### src/hw/rtl/apc_pkg.sv
// Package for the auto-ranging pedal to controller map.
// Holds field widths, codes and the sequencer state type; no dependencies.
`default_nettype none

package apc_pkg;

    localparam int SAMPLE_W   = 10;           // pedal reading and range registers
    localparam int OUT_W      = 7;            // mapped controller value
    localparam int CC_W       = 4;            // controller number
    localparam int SW_W       = 2;            // bank switch position
    localparam int NUM_W      = SAMPLE_W + OUT_W;   // (sample - low) * 127
    localparam int QUOT_BITS  = OUT_W;        // quotient is always below 128
    localparam int CNT_W      = $clog2(QUOT_BITS);

    localparam logic [SAMPLE_W-1:0] RANGE_LOW_RST  = SAMPLE_W'(400);
    localparam logic [SAMPLE_W-1:0] RANGE_HIGH_RST = SAMPLE_W'(500);
    localparam logic [CC_W-1:0]     BASE_CC        = CC_W'(4);

    // configuration register indexes
    localparam logic CFG_RANGE_LOW  = 1'b0;
    localparam logic CFG_RANGE_HIGH = 1'b1;

    typedef enum logic [2:0] {
        ST_IDLE,
        ST_EVAL,
        ST_PREP,
        ST_DIV,
        ST_FINISH
    } apc_state_t;

endpackage

`default_nettype wire

### src/hw/rtl/autorange_pedal_to_cc.sv
// Auto-ranging expression pedal to controller map, top level.
// Depends on apc_pkg (widths, register indexes, sequencer states).
//
// Usage:
//   Input beats (s_axis_*) carry one pedal sample with its connect line and the
//   bank switch position. A beat produces at most one output beat (m_axis_*):
//   a controller number and a 0..127 value, sent only when the value changes.
//   The range registers are written through cfg_we/cfg_addr/cfg_wdata; the
//   user must write them only while the block is idle; the block does not enforce it.
// Sequencing: s_axis_tready is high only while the sequencer is idle, so a
//   new beat waits until the last is through. A pedal beyond NUM_PEDALS is
//   dropped in idle, a disconnected or unchanged sample ends after evaluate, a
//   zero span skips the divide, and a mapped beat runs evaluate, prepare, 7
//   restoring-divide steps on one shared subtractor, finish.
// Reset (aresetn low, synchronous): pedals disconnected, tracked ranges
//   400..500, previous sample and value 0, range registers 400 and 500.
// Stall: one output register parts the sides; a new beat is accepted while a
//   result waits, but the next result holds the sequencer in its finish step
//   until m_axis_tready takes the waiting beat.
`default_nettype none

module autorange_pedal_to_cc
    import apc_pkg::*;
#(
    parameter int NUM_PEDALS = 2
) (
    input  wire logic                aclk,
    input  wire logic                aresetn,

    input  wire logic                cfg_we,
    input  wire logic                cfg_addr,
    input  wire logic [SAMPLE_W-1:0] cfg_wdata,

    input  wire logic                s_axis_tvalid,
    output      logic                s_axis_tready,
    input  wire logic [15:0]         s_axis_tdata,   // [9:0] sample_value
    input  wire logic [3:0]          s_axis_tuser,   // [0] pedal_index, [1] pedal_present,
                                                     // [3:2] bank_switch

    output      logic                m_axis_tvalid,
    input  wire logic                m_axis_tready,
    output      logic [7:0]          m_axis_tdata,   // [6:0] control_value
    output      logic [CC_W-1:0]     m_axis_tuser    // [3:0] control_number
);

    localparam int IDX_W = (NUM_PEDALS > 1) ? $clog2(NUM_PEDALS) : 1;

    apc_state_t state_reg, state_next;

    logic [SAMPLE_W-1:0] cfg_low_reg, cfg_high_reg;

    // per-pedal tracking state
    logic                present_reg     [NUM_PEDALS];
    logic [SAMPLE_W-1:0] low_reg         [NUM_PEDALS];
    logic [SAMPLE_W-1:0] high_reg        [NUM_PEDALS];
    logic [SAMPLE_W-1:0] prev_sample_reg [NUM_PEDALS];
    logic [OUT_W-1:0]    prev_out_reg    [NUM_PEDALS];

    // captured input beat
    logic                pidx_reg;
    logic                pres_reg;
    logic [SAMPLE_W-1:0] sample_reg;
    logic [SW_W-1:0]     sw_reg;

    // divider
    logic [NUM_W-1:0]    rem_reg;
    logic [SAMPLE_W-1:0] span_reg;
    logic [QUOT_BITS-1:0] q_reg;
    logic [CNT_W-1:0]    cnt_reg;

    // output register
    logic                m_valid_reg;
    logic [OUT_W-1:0]    m_val_reg;
    logic [CC_W-1:0]     m_cc_reg;

    logic [IDX_W-1:0]    idx;
    logic                in_beat;
    logic                in_range;
    logic                connect;
    logic                active;
    logic [SAMPLE_W-1:0] base_lo, base_hi, wid_lo, wid_hi;
    logic [SAMPLE_W-1:0] diff, span;
    logic [NUM_W-1:0]    num;
    logic [NUM_W-1:0]    divisor;
    logic [NUM_W:0]      trial;
    logic                fits;
    logic                out_free;
    logic                differs;
    logic                out_load;

    assign idx      = IDX_W'(pidx_reg);
    assign in_beat  = s_axis_tvalid && s_axis_tready;
    assign in_range = int'(s_axis_tuser[0]) < NUM_PEDALS;

    // evaluate step: connect handling and range widening
    assign connect = pres_reg && !present_reg[idx];
    assign active  = pres_reg && (sample_reg != prev_sample_reg[idx]);
    assign base_lo = connect ? cfg_low_reg  : low_reg[idx];
    assign base_hi = connect ? cfg_high_reg : high_reg[idx];
    assign wid_lo  = (sample_reg < base_lo) ? sample_reg : base_lo;
    assign wid_hi  = (sample_reg > base_hi) ? sample_reg : base_hi;

    // prepare step: numerator (s - lo) * 127 and span
    assign diff = sample_reg - low_reg[idx];
    assign num  = {diff, {OUT_W{1'b0}}} - {{OUT_W{1'b0}}, diff};
    assign span = high_reg[idx] - low_reg[idx];

    // shared restoring-divide step
    assign divisor = NUM_W'(span_reg) << cnt_reg;
    assign trial   = {1'b0, rem_reg} - {1'b0, divisor};
    assign fits    = !trial[NUM_W];

    assign out_free = !m_valid_reg || m_axis_tready;
    assign differs  = q_reg != prev_out_reg[idx];

    always_comb begin
        state_next    = state_reg;
        s_axis_tready = 1'b0;
        out_load      = 1'b0;
        case (state_reg)
            ST_IDLE: begin
                s_axis_tready = 1'b1;
                if (in_beat && in_range) begin
                    state_next = ST_EVAL;
                end
            end
            ST_EVAL: begin
                state_next = active ? ST_PREP : ST_IDLE;
            end
            ST_PREP: begin
                state_next = (span == '0) ? ST_FINISH : ST_DIV;
            end
            ST_DIV: begin
                if (cnt_reg == '0) begin
                    state_next = ST_FINISH;
                end
            end
            ST_FINISH: begin
                if (!differs) begin
                    state_next = ST_IDLE;
                end else if (out_free) begin
                    out_load   = 1'b1;
                    state_next = ST_IDLE;
                end
            end
            default: begin
                state_next = ST_IDLE;
            end
        endcase
    end

    always_ff @(posedge aclk) begin
        if (!aresetn) begin
            state_reg <= ST_IDLE;
        end else begin
            state_reg <= state_next;
        end
    end

    always_ff @(posedge aclk) begin
        if (!aresetn) begin
            cfg_low_reg  <= RANGE_LOW_RST;
            cfg_high_reg <= RANGE_HIGH_RST;
        end else if (cfg_we) begin
            if (cfg_addr == CFG_RANGE_LOW) begin
                cfg_low_reg <= cfg_wdata;
            end
            if (cfg_addr == CFG_RANGE_HIGH) begin
                cfg_high_reg <= cfg_wdata;
            end
        end
    end

    always_ff @(posedge aclk) begin
        if (!aresetn) begin
            for (int i = 0; i < NUM_PEDALS; i++) begin
                present_reg[i]     <= 1'b0;
                low_reg[i]         <= RANGE_LOW_RST;
                high_reg[i]        <= RANGE_HIGH_RST;
                prev_sample_reg[i] <= '0;
                prev_out_reg[i]    <= '0;
            end
        end else begin
            if (state_reg == ST_EVAL) begin
                present_reg[idx] <= pres_reg;
                if (active) begin
                    low_reg[idx]         <= wid_lo;
                    high_reg[idx]        <= wid_hi;
                    prev_sample_reg[idx] <= sample_reg;
                end else if (connect) begin
                    low_reg[idx]  <= cfg_low_reg;
                    high_reg[idx] <= cfg_high_reg;
                end
            end
            if (out_load) begin
                prev_out_reg[idx] <= q_reg;
            end
        end
    end

    // beat capture and divider datapath
    always_ff @(posedge aclk) begin
        if (in_beat) begin
            pidx_reg   <= s_axis_tuser[0];
            pres_reg   <= s_axis_tuser[1];
            sw_reg     <= s_axis_tuser[3:2];
            sample_reg <= s_axis_tdata[SAMPLE_W-1:0];
        end
        if (state_reg == ST_PREP) begin
            rem_reg  <= num;
            span_reg <= span;
            q_reg    <= '0;
            cnt_reg  <= CNT_W'(QUOT_BITS - 1);
        end else if (state_reg == ST_DIV) begin
            if (fits) begin
                rem_reg <= trial[NUM_W-1:0];
            end
            q_reg   <= {q_reg[QUOT_BITS-2:0], fits};
            cnt_reg <= cnt_reg - 1'b1;
        end
    end

    always_ff @(posedge aclk) begin
        if (!aresetn) begin
            m_valid_reg <= 1'b0;
        end else if (out_load) begin
            m_valid_reg <= 1'b1;
        end else if (m_axis_tready) begin
            m_valid_reg <= 1'b0;
        end
    end

    always_ff @(posedge aclk) begin
        if (out_load) begin
            m_val_reg <= q_reg;
            m_cc_reg  <= BASE_CC + CC_W'(pidx_reg) + {1'b0, sw_reg, 1'b0};
        end
    end

    assign m_axis_tvalid = m_valid_reg;
    assign m_axis_tdata  = {1'b0, m_val_reg};
    assign m_axis_tuser  = m_cc_reg;

    // remainder stays below twice the current divisor step
    a_div_bound: assert property (@(posedge aclk) disable iff (!aresetn)
        state_reg == ST_DIV |->
            {1'b0, rem_reg} < ((NUM_W + 1)'(span_reg) << (cnt_reg + 1'b1)))
        else $error("divider remainder out of bound");

    // widened range always contains the sample being mapped
    a_range_holds: assert property (@(posedge aclk) disable iff (!aresetn)
        state_reg == ST_PREP |->
            (low_reg[idx] <= sample_reg) && (sample_reg <= high_reg[idx]))
        else $error("tracked range does not contain sample");

    // sequencer leaves idle only on an accepted beat
    a_busy_on_beat: assert property (@(posedge aclk) disable iff (!aresetn)
        $fell(s_axis_tready) |-> $past(s_axis_tvalid))
        else $error("left idle without an input beat");

    // a result appears only out of the finish step
    a_out_from_finish: assert property (@(posedge aclk) disable iff (!aresetn)
        $rose(m_axis_tvalid) |-> $past(state_reg == ST_FINISH))
        else $error("output beat not from finish step");

endmodule

`default_nettype wire
### config.mk
export PLATFORM = sky130hd
export DESIGN_NAME = autorange_pedal_to_cc
export DESIGN_NICKNAME = d
export VERILOG_FILES = /design/src/hw/rtl/apc_pkg.sv /design/src/hw/rtl/autorange_pedal_to_cc.sv
export SDC_FILE = /design/constraint.sdc
export NUM_CORES = 1
export LEC_CHECK = 0
export BUFFER_PORTS_ARGS = -buffer_cell sky130_fd_sc_hd__buf_2
export CORE_MARGIN = 3
export CORE_UTILIZATION = 50
export DETAILED_ROUTE_END_ITERATION = 8
export MAX_ROUTING_LAYER = met4
export PLACE_DENSITY_LB_ADDON = 0.2
export SLEW_MARGIN = 10
export SYNTH_ARGS = -nofsm -noshare
export SYNTH_HDL_FRONTEND = slang
export SYNTH_SLANG_ARGS = --single-unit
export TNS_END_PERCENT = 5
### constraint.sdc
create_clock -name aclk -period 5.7 [get_ports aclk]
set_clock_uncertainty 0.1 [all_clocks]
set_input_delay 1.14 -clock aclk [delete_from_list [all_inputs] [get_ports aclk]]
set_output_delay 1.14 -clock aclk [all_outputs]
set_load 0.01 [all_outputs]
==> metrics list <==
- Clk_lat worst skew: 430 ps
- 50 I/O pins were placed.
- Summing over every cut layer, the via total after detailed routing is 7072.
* Hold Crit Start: sw_reg[0]
- Port buffering added 42 buffers.
- Counting every instance in the synthesized netlist gives 967.
- After synthesis, the cell types taking the most area are sky130_fd_sc_hd__edfxtp_1, sky130_fd_sc_hd__dfxtp_1, sky130_fd_sc_hd__ha_1.
- Final setup violation count: 0
* Overall die width: 147 µm
- The global routing stage identified its most utilized layer as met2.
- Once layout is complete, the utilization of the core stands at 0.577.
- In this run the worst path has a maximum fanout of 10.
- Run status: finished, final reports clean
* Layout area overhead: 11.0%
* Total negative slack: 0 ps
- Clock-pin slew was measured on the worst setup and hold paths at 70 ps.
- The initial antenna violation count is 0.
- Final hold vios: 0
* Library cell with the largest summed area after synthesis: sky130_fd_sc_hd__edfxtp_1
- Number of nets with antenna violations after routing: 0
- Counting I/O delays and the setup requirement, the final critical path takes 4410 ps.
- Endpoint required time on the critical path: 5750 ps
- Worst-case vdd ir drop: 0.000244 V
* Routed length per placed instance: 16.9 µm
* Endpoint class of the critical path: register
- By count the netlist is led by sky130_fd_sc_hd__edfxtp_1, sky130_fd_sc_hd__nand2_1, sky130_fd_sc_hd__ha_1.
* Diodes inserted: 0
- Across the run, the number of max-cap violations was 0.
* Max-slew headroom at the worst pin: 0.298
- Power spread over the standard cell area amounts to 404 nW/µm².
- Crit Path Class: register to register
- Num rows: 50
* Most used flip-flop cell after synthesis: sky130_fd_sc_hd__edfxtp_1
- Area of the die: 21600 µm²
* Arrival time at the worst endpoint: 4460 ps
- In this run the standard cell core region covers 19100 µm².
* Detailed-route DRC error count: 0
- Sequential area share after synthesis: 0.455
- In this run, the number of DRC markers left after iteration 0 of detailed routing was 431.
- The via count of the first global-routing pass is 6907.
- For met1 alone, demand over resource in global routing was 0.281.
- For met2 alone, demand over resource in global routing was 0.341.
* Number of nets at the end of the flow: 1105
- Drt total wl: 21600 µm
* Avg Vias per Cell: 5.53
* Seq cells post-synth: 163
- In this run, synthesis inferred 126 flip-flops with an integrated enable.
- Of the post-synthesis cell area, the dominant cell type holds 0.380.
* Ys async rst share: 0
- When the netlist entered floorplanning its net count stood at 1065.
* P_leak: 0.00444 µW
- In the global route stage, met3 resource usage came out at 0.0392.
- Count of hold-fix buffers inserted at cts: 0
- Clock root buffer: sky130_fd_sc_hd__clkbuf_16
* Final global-route overflow total: 0
- Startpoint class of the critical path: register
* RSZ-0062 raised after global routing: false
- The finished layout holds 1280 standard cells, fillers aside.
* CTS tree: yes
- The number of setup buffers added after CTS is 0.
- Least-Margin Pin Slew: 1050 ps
- The initial utilization of the core area, before any placement, comes to 0.520.
- Max Fclk: 0.227 GHz
* Number of slew-limit violations in the final report: 0
- Per-instance average area after synthesis: 10.3 µm²
- Share of cells above drive strength 1: 0.130
* CTS H-tree depth: 4
- Placed Cells: 1248
* Count of different cell masters after synthesis: 77
- Largest net degree at the start of global routing: 36
- Kind of path behind the tightest hold check: register to register
- The die is 147 µm tall.
- Maximum clock insertion buffer count: 2
- Across every metal layer, demand over resource in global routing totals 0.212.
* Gates resized, CTS repair: 0
- Counting every sink on the clock net gives 163.
* Share of the clock period used by the worst path after layout: 0.773
* Summed instance area of the synthesized netlist: 9950 µm²
- Clock tree synthesis inserted a total of 17 buffers.
* Cell with the most instances after synthesis: sky130_fd_sc_hd__edfxtp_1
- Gp weighted congestion: 0.842
- First-pass iteration count of the detailed router: 5
* Detailed placement HPWL: 15500 µm
- Global-route wire length before repair: 35800 µm
- Synth warn: 0
## report_power, final
| group | leakage (µW) | internal [µW] | switching (µW) |
|---|---|---|---|
| Clock | 0.000299 | 667 | 521 |
| Sequential | 0.00150 | 1440 | 127 |
| Combinational | 0.00264 | 756 | 950 |
## cells in the final DEF (no fill, tap or decap), types with 5 or more instances in the layout
cell type                     n
sky130_fd_sc_hd__a211oi_1     5
sky130_fd_sc_hd__a21boi_0    13
sky130_fd_sc_hd__a21o_1      11
sky130_fd_sc_hd__a21oi_1     43
sky130_fd_sc_hd__a31oi_1     12
sky130_fd_sc_hd__and2_1      31
sky130_fd_sc_hd__and3_1      13
sky130_fd_sc_hd__buf_2       42
sky130_fd_sc_hd__buf_4       20
sky130_fd_sc_hd__clkbuf_16   17
sky130_fd_sc_hd__dfxtp_1     36
sky130_fd_sc_hd__edfxtp_1   126
sky130_fd_sc_hd__ha_1        59
sky130_fd_sc_hd__inv_1       25
sky130_fd_sc_hd__mux2_2      11
sky130_fd_sc_hd__mux2i_1     55
sky130_fd_sc_hd__nand2_1    103
sky130_fd_sc_hd__nand2b_1    28
sky130_fd_sc_hd__nand3_1     37
sky130_fd_sc_hd__nand4_1      6
sky130_fd_sc_hd__nor2_1      58
sky130_fd_sc_hd__nor2b_1     23
sky130_fd_sc_hd__nor3_1      19
sky130_fd_sc_hd__o211a_1      8
sky130_fd_sc_hd__o21a_1      12
sky130_fd_sc_hd__o21ai_0     40
sky130_fd_sc_hd__o21ai_1      5
sky130_fd_sc_hd__or2_1       12
sky130_fd_sc_hd__or2_2        5
sky130_fd_sc_hd__or3_1        7
sky130_fd_sc_hd__xnor2_1     40
sky130_fd_sc_hd__xor2_1      14
## layout make-up
class                   count  area (µm²)
clock buffers              17         425
clock inverters            15         186
fillers                  1685        8100
inverters                  26        97.6
multi-input cells         737        5130
flip-flops and latches    163        4530
well taps                 260         325
repair buffers             62         360
## metrics by stage
step	hold WS, ps	instance area, µm²	worst slack, ps	total power, µW
2_1_floorplan	300	9950	1030	2920
3_3_place_gp	302	10400	1350	3260
3_5_place_dp	306	10400	1310	3280
4_1_cts	322	11000	1290	4480
5_1_grt	332	11000	1070	4770
6_report	320	11000	1290	4460
## final timing paths
kind / to / slack [ps] / depth (start not counted)
setup / recovery: rem_reg[12] / 1290 / 16
hold / removal: m_axis_tuser[1] / 320 / 0
setup reg to reg: rem_reg[12] / 1290 / 16
hold reg to reg: m_axis_tuser[1] / 320 / 0
## logic make-up (layout without fill, tap and decap cells)
| family | Yosys count | after routing | synth area share |
|---|---|---|---|
| multiplexers | 67 | 67 | 0.0700 |
| other | 1 | 1 | 0.000377 |
| AND/OR/NAND/NOR | 359 | 359 | 0.181 |
| flip-flops | 163 | 163 | 0.455 |
| buffers and inverters | 67 | 120 | 0.0301 |
| AO/OA/AOI/OAI | 193 | 193 | 0.136 |
| XOR/XNOR | 54 | 54 | 0.0475 |
| adder cells (fa/ha/maj) | 63 | 63 | 0.0812 |
## critical path, cell delays in order (launching register included)
cell                        delay [ps]
sky130_fd_sc_hd__dfxtp_2           530
sky130_fd_sc_hd__mux2i_1           460
sky130_fd_sc_hd__ha_1              380
sky130_fd_sc_hd__a21o_1            240
sky130_fd_sc_hd__a31o_2            240
sky130_fd_sc_hd__o211a_1           210
sky130_fd_sc_hd__o21ai_0           160
sky130_fd_sc_hd__buf_4             150
sky130_fd_sc_hd__and2_1            200
sky130_fd_sc_hd__inv_1              70
sky130_fd_sc_hd__ha_1              310
sky130_fd_sc_hd__inv_1             100
sky130_fd_sc_hd__a2111oi_4          50
sky130_fd_sc_hd__a221o_1           400
sky130_fd_sc_hd__a211oi_2          260
sky130_fd_sc_hd__xnor2_1           180
sky130_fd_sc_hd__a21oi_1           100
## layer usage
metal	routed length (µm)	up-vias
met5	0	-
met4	320	0
met3	789	19
met2	10400	134
met1	10200	3323
li1	-	3596
(Power assumes the default switching activity.)
